--- config.mk ---
export PLATFORM = sky130hd
export DESIGN_NAME = jti_blend
export DESIGN_NICKNAME = d
export VERILOG_FILES = /design/src/sv/jti_pkg.sv /design/src/sv/jti_blend.sv
export VERILOG_INCLUDE_DIRS = /design/src /design/src/sv
export SDC_FILE = /design/constraint.sdc
export NUM_CORES = 2
export LEC_CHECK = 0
export ABC_AREA = 1
export BUFFER_PORTS_ARGS = -buffer_cell sky130_fd_sc_hd__buf_2
export CAP_MARGIN = 20
export CORE_AREA = 8 8 326 328
export DETAILED_ROUTE_END_ITERATION = 12
export DIE_AREA = 0 0 334 336
export HOLD_SLACK_MARGIN = 0.05
export PLACE_DENSITY = 0.67
export SLEW_MARGIN = 0
export SYNTH_ARGS = -nofsm -noshare
export SYNTH_HDL_FRONTEND = slang
export SYNTH_SLANG_ARGS = --single-unit
export TNS_END_PERCENT = 5
--- constraint.sdc ---
create_clock -name clock -period 10.55 [get_ports clock]
set_input_delay 2.11 -clock clock [delete_from_list [all_inputs] [get_ports clock]]
set_output_delay 2.11 -clock clock [all_outputs]
set_load 0.005 [all_outputs]
--- src/sv/joint_trajectory_interpolator_unit_macros.svh ---
// assertion macros for the interpolator files, included by jti_blend
`ifndef JOINT_TRAJECTORY_INTERPOLATOR_UNIT_MACROS_SVH
`define JOINT_TRAJECTORY_INTERPOLATOR_UNIT_MACROS_SVH

// same-cycle implication, quiet during reset
`define JTI_ASSERT_IMPL(lbl, ante, cons) \
   lbl: assert property (@(posedge clock) disable iff (reset) (ante) |-> (cons)) \
      else $error("interpolator assertion failed");

// next-cycle implication, quiet during reset
`define JTI_ASSERT_NEXT(lbl, ante, cons) \
   lbl: assert property (@(posedge clock) disable iff (reset) (ante) |=> (cons)) \
      else $error("interpolator assertion failed");

`endif

--- src/sv/jti_pkg.sv ---
package jti_pkg;

   // input beat
   typedef struct packed {
      logic [23:0]        elapsed_ticks;
      logic signed [31:0] start_angle;
      logic signed [31:0] goal_angle;
      logic signed [31:0] current_angle;
   } jti_req_type;

   // result beat
   typedef struct packed {
      logic signed [31:0] reference_angle;
      logic               path_complete;
   } jti_rsp_type;

   // configuration registers
   typedef struct packed {
      logic [2:0]  interp_mode;
      logic [31:0] step_rate;
      logic [26:0] max_step;
   } jti_cfg_type;

   // profile stage to blend stage
   typedef struct packed {
      logic               valid;
      logic               sel_goal;
      logic               done;
      logic               neg;
      logic [32:0]        mag;
      logic [31:0]        s;
      logic signed [31:0] start_angle;
      logic signed [31:0] goal_angle;
      logic signed [31:0] current_angle;
   } jti_blend_type;

   // register indexes
   localparam logic [1:0] CSR_INTERP_MODE = 2'd0;
   localparam logic [1:0] CSR_STEP_RATE   = 2'd1;
   localparam logic [1:0] CSR_MAX_STEP    = 2'd2;

   // profile codes
   localparam logic [2:0] MODE_SINE    = 3'd0;
   localparam logic [2:0] MODE_LINEAR  = 3'd1;
   localparam logic [2:0] MODE_CUBIC   = 3'd2;
   localparam logic [2:0] MODE_QUINTIC = 3'd3;
   localparam logic [2:0] MODE_STEP    = 3'd4;

   // reset values
   localparam logic [2:0]  RST_INTERP_MODE = MODE_LINEAR;
   localparam logic [31:0] RST_STEP_RATE   = 32'd42949673;
   localparam logic [26:0] RST_MAX_STEP    = 27'd9370497;

   localparam logic [63:0] TWO_PI_Q30 = 64'd6746518853;
   localparam logic [63:0] INV_PI_Q32 = 64'd1367130551;
   localparam logic [34:0] ONE_Q31    = 35'h080000000;

   // cycloid table entry k: sin(2*pi*k/N)/pi in Q.31, evaluated at elaboration
   function automatic logic signed [31:0] jti_sine_entry(input int unsigned k,
                                                         input int unsigned bits);
      logic [63:0]        m;
      logic [63:0]        p;
      logic [63:0]        q;
      logic [63:0]        r;
      logic [63:0]        rr;
      logic [63:0]        x;
      logic [63:0]        x2;
      logic [63:0]        term;
      logic [63:0]        tx;
      logic [63:0]        g;
      logic signed [63:0] sum;
      int                 i;
      m  = 64'd1 << (bits - 2);
      p  = 64'(k) & ((64'd1 << bits) - 64'd1);
      q  = p >> (bits - 2);
      r  = p & (m - 64'd1);
      rr = q[0] ? m - r : r;
      x  = (TWO_PI_Q30 * rr) >> bits;
      x2 = (x * x) >> 30;
      term = x;
      sum  = $signed(x);
      for (i = 1; i <= 7; i++) begin
         tx = (term * x2) >> 30;
         case (i)
            1: term = tx / 64'd6;
            2: term = tx / 64'd20;
            3: term = tx / 64'd42;
            4: term = tx / 64'd72;
            5: term = tx / 64'd110;
            6: term = tx / 64'd156;
            default: term = tx / 64'd210;
         endcase
         if (i % 2 == 1) sum = sum - $signed(term);
         else sum = sum + $signed(term);
      end
      if (sum < 0) sum = 64'sd0;
      g = (64'(sum) * INV_PI_Q32) >> 31;
      return (q >= 64'd2) ? -$signed(g[31:0]) : $signed(g[31:0]);
   endfunction

endpackage

--- src/sv/jti_blend.sv ---
`include "joint_trajectory_interpolator_unit_macros.svh"
module jti_blend (
   input  logic                   clock,
   input  logic                   reset,
   input  logic                   en,
   input  logic [26:0]            max_step,
   input  jti_pkg::jti_blend_type in_stage,
   output logic                   rsp_valid,
   input  logic                   rsp_stall,
   output jti_pkg::jti_rsp_type   rsp_data
);
   import jti_pkg::*;

   typedef struct packed {
      logic               valid;
      logic               sel_goal;
      logic               done;
      logic               neg;
      logic [32:0]        off;
      logic signed [31:0] start_angle;
      logic signed [31:0] goal_angle;
      logic signed [31:0] current_angle;
   } jti_off_type;

   // stage 5: offset magnitude
   logic [64:0] off_full;
   jti_off_type r5_ff;

   assign off_full = {32'd0, in_stage.mag} * {33'd0, in_stage.s};

   always_ff @(posedge clock) begin
      if (reset) r5_ff.valid <= 1'b0;
      else if (en) r5_ff.valid <= in_stage.valid;
      if (en) begin
         r5_ff.sel_goal      <= in_stage.sel_goal;
         r5_ff.done          <= in_stage.done;
         r5_ff.neg           <= in_stage.neg;
         r5_ff.off           <= off_full[63:31];
         r5_ff.start_angle   <= in_stage.start_angle;
         r5_ff.goal_angle    <= in_stage.goal_angle;
         r5_ff.current_angle <= in_stage.current_angle;
      end
   end

   // stage 6: apply offset, clamp around current angle, saturate
   logic signed [35:0] ref_raw;
   logic signed [35:0] cur_x;
   logic signed [35:0] lim_x;
   logic signed [35:0] dev;
   logic signed [35:0] ref_clamp;
   logic signed [31:0] ref_sat;
   logic               rsp_valid_ff;
   jti_rsp_type        rsp_data_ff;

   assign cur_x = 36'(r5_ff.current_angle);
   assign lim_x = $signed({9'd0, max_step});

   always_comb begin
      if (r5_ff.sel_goal) ref_raw = 36'(r5_ff.goal_angle);
      else if (r5_ff.neg) ref_raw = 36'(r5_ff.start_angle) - $signed({3'd0, r5_ff.off});
      else ref_raw = 36'(r5_ff.start_angle) + $signed({3'd0, r5_ff.off});
   end

   assign dev = ref_raw - cur_x;

   always_comb begin
      if (dev > lim_x) ref_clamp = cur_x + lim_x;
      else if (dev < -lim_x) ref_clamp = cur_x - lim_x;
      else ref_clamp = ref_raw;
   end

   always_comb begin
      if (ref_clamp > 36'sd2147483647) ref_sat = 32'sh7fffffff;
      else if (ref_clamp < -36'sd2147483648) ref_sat = 32'sh80000000;
      else ref_sat = ref_clamp[31:0];
   end

   // output register
   always_ff @(posedge clock) begin
      if (reset) rsp_valid_ff <= 1'b0;
      else if (en) rsp_valid_ff <= r5_ff.valid;
   end
   always_ff @(posedge clock) begin
      if (en) begin
         rsp_data_ff.reference_angle <= ref_sat;
         rsp_data_ff.path_complete   <= r5_ff.done;
      end
   end

   assign rsp_valid = rsp_valid_ff;
   assign rsp_data  = rsp_data_ff;

   // checks
   `JTI_ASSERT_NEXT(a_stage_holds, r5_ff.valid && !en, r5_ff.valid && $stable(r5_ff))
   `JTI_ASSERT_IMPL(a_done_takes_goal, r5_ff.valid && r5_ff.done, r5_ff.sel_goal)
   `JTI_ASSERT_NEXT(a_drain_empty, rsp_valid_ff && !rsp_stall && !r5_ff.valid, !rsp_valid_ff)
endmodule

==> summary.txt <==
Avg Synthesized Cell Area -> 7.775 um2
Gate Count Post-Synth -> 6438
Routed wl met2 -> 75.25 mm
Worst Path Max Fanout -> 23
Seq/Total Area, Yosys -> 0.09979
Worst hold endpoint -> rsp_data[0]
DRC viols -> 0
Detail Placement HPWL -> 130.1 mm
TritonCTS clock tree -> done
Crit path launch type -> primary input
Fillers -> 9754
Tcrit/Tclk final -> 0.9024
Routability congestion estimate -> 0.9686
Vias/cell -> 5.344
DIE HEIGHT -> 336 um
Hold path depth -> 0
Req. time, crit path -> 10.77 ns
Highest Signal Layer -> met4
Vias in the first global route -> 44200
Wire length on met3 -> 12.67 mm
Post-route ant nets -> 0
Crit Reg-Reg Endpoint -> rsp_data[2]
Area Growth Syn to Fin -> 6.327%
Worst EP arrival -> 9.74 ns
Synth Flop Type -> edfxtp_1
Port bufs -> 228
Library cells used by synthesis -> 62
Critical-path top delay cell -> buf_2
Synth Register Bits -> 167
Initial Utilization -> 0.4956
GR Overflow Total -> 0
Finish-stage setup viols -> 0
Synthesized Nets -> 8002
R2R Path Start -> r5_ff[96]
Achievable clock frequency -> 105.0 MHz
Setup Total Neg Slack -> 0 ns
Post-synth EDFFs -> 165
Largest net degree at the start of global routing -> 90
Post-Synthesis Cell Area -> 0.05006 mm2
Worst slew pin tran -> 1.017 ns
Slew Viols, Final -> 0
CTS root buffer -> clkbuf_16
Register Area -> 0.004995 mm2
Min-Delay Path Class -> reg -> reg
Die W -> 334 um
Commonest cells after routing, fill and taps aside -> nand2_1 (1679), inv_1 (1645), fa_1 (928)
Detailed Routing Iterations Pass 1 -> 10
Cts bufs inserted -> 17
Max clock buf depth -> 2
Skew-Pair Late Insertion Delay -> 0.47 ns
WP buf/inv -> 8
Final WL -> 157.1 mm
GR Util All Layers -> 0.2810
Most common cell after layout, fill and taps aside -> nand2_1
Worst setup EP type -> register
Max Cap Viol -> 0
Core area -> 0.1010 mm2
Area occupied by multi-input gates -> 0.03776 mm2
Hold_buf cts -> 0
Post-CTS setup buffers -> 0
Top delay family on crit path -> adder cells
RSZ-0062 raised after global routing -> false
R2R Setup Slk -> 1.47 ns
Metal1 wirelength -> 62.25 mm
Minimum clock period -> 9.520 ns
Cell taking the most area after synthesis -> fa_1
Rows -> 117
CP Class -> in -> reg
Skew final -> 0.01508 ns
First-pass GRT wire length -> 246.0 mm
Cell mode on critical path -> fa_1
Worst Reg-to-Reg Cells -> 46
Slew margin rel. -> 0.3150
Die footprint -> 0.1122 mm2
Clk pin slew, worst setup/hold paths -> 0.08 ns
Nets@finish -> 8083
Vias -> 41930
Hold Fails Final Rpt -> 0
HP Start -> r5_ff[130]
CTS resizes -> 0
Initial DRC count -> 3426
Share of cells above drive strength 1 -> 0.06598
Biggest cell delay along the critical path -> 0.56 ns
H-tree Lvls -> 4
Status -> finished clean
Yosys warns -> 0
Antenna violations before repair -> 5
CTS sink count -> 167
Top-area cell type share of the netlist area -> 0.3711
Mean routed wirelength per cell -> 20.02 um
Ys async rst share -> 0
# IOs -> 230
Main area contributors after synthesis -> fa_1 (37%), nand2_1 (13%), inv_1 (12%)
[through the flow]
step	instances	setup WS, ns	hold WS (ns)	instance area [um2]	utilization
6_report	7846	1.030	0.4309	53220	0.5269
5_1_grt	7846	0.7058	0.4444	53220	0.5269
4_1_cts	7841	1.032	0.4344	53210	0.5268
3_5_place_dp	7809	0.5606	0.4057	52590	0.5207
3_3_place_gp	7809	0.7133	0.4053	52590	0.5207
2_1_floorplan	6438	1.523	0.4003	50060	-
[kinds of logic (layout without fill, tap and decap cells)]
kind of cell    after synthesis  after routing  synth area share
simple gates               2226           2226            0.1778
fa+ha+maj                  1368           1368            0.4811
xor+xnor                    176            176           0.03080
mux                           1              1         0.0002000
flops                       167            167           0.09979
compound gates              567            567           0.06434
buf+inv                    1933           2027            0.1460
other cells                   0              5                 0
[state kept, by name, summed over array words and instances, names as in the netlist]
register and flops:
r5_ff 101, rsp_valid 1, cur_x 32, rsp_data 33
[worst max-delay path by stage]
stage | startpoint | to | slack, ns | depth (start not counted)
6_report | in_stage[142] | r5_ff[125] | 1.03 | 29
5_1_grt | in_stage[142] | r5_ff[125] | 0.71 | 29
4_1_cts | in_stage[142] | r5_ff[125] | 1.03 | 29
3_5_place_dp | in_stage[142] | r5_ff[125] | 0.56 | 29
3_3_place_gp | in_stage[134] | r5_ff[125] | 0.71 | 28
2_1_floorplan | in_stage[98] | r5_ff[128] | 1.52 | 32
[worst register-to-register path: cells and delay by family (launching register included)]
family                   cells  cell delay (ns)
AND/OR/NAND/NOR             27             3.93
AO/OA/AOI/OAI                8             1.72
adder cells (fa/ha/maj)      4             1.25
buffers and inverters        5             0.90
flip-flops                   1             0.54
XOR/XNOR                     2             0.49
[layer usage]
| layer | track usage | up-vias |
|---|---|---|
| met5 | 0 | - |
| met4 | 0.1104 | 0 |
| met2 | 0.4841 | 1746 |
| li1 | - | 19180 |
| met1 | 0.3516 | 20660 |
| met3 | 0.04950 | 338 |
[cell type report]
type / count / share of cell area
repair buffers: 334 / 0.03698
clock inverters: 15 / 0.003597
multi-input cells: 4338 / 0.7094
flip-flops and latches: 167 / 0.09385
clock buffers: 17 / 0.007993
diodes: 5 / 0.0002351
inverters: 1661 / 0.1172
well taps: 1309 / 0.03077
[Yosys cell counts, drive strengths merged, types with 2 or more instances]
master	count
or2	18
and3	3
a31oi	28
o21ai	171
clkbuf	259
fa	928
nand3	122
nand2	1693
buf	13
nor3	36
o221ai	24
xor2	131
and2	8
nor2	288
ha	440
nand4	32
nor3b	3
a211oi	7
o31ai	4
a21oi	255
edfxtp	165
a21boi	8
xnor2	45
o21a	11
dfxtp	2
a21o	16
o21bai	15
nand3b	5
inv	1661
nor4	16
o211ai	19
Power is not shown: default switching activity piles up to over one toggle a cycle in this logic, so the estimate is an artifact.
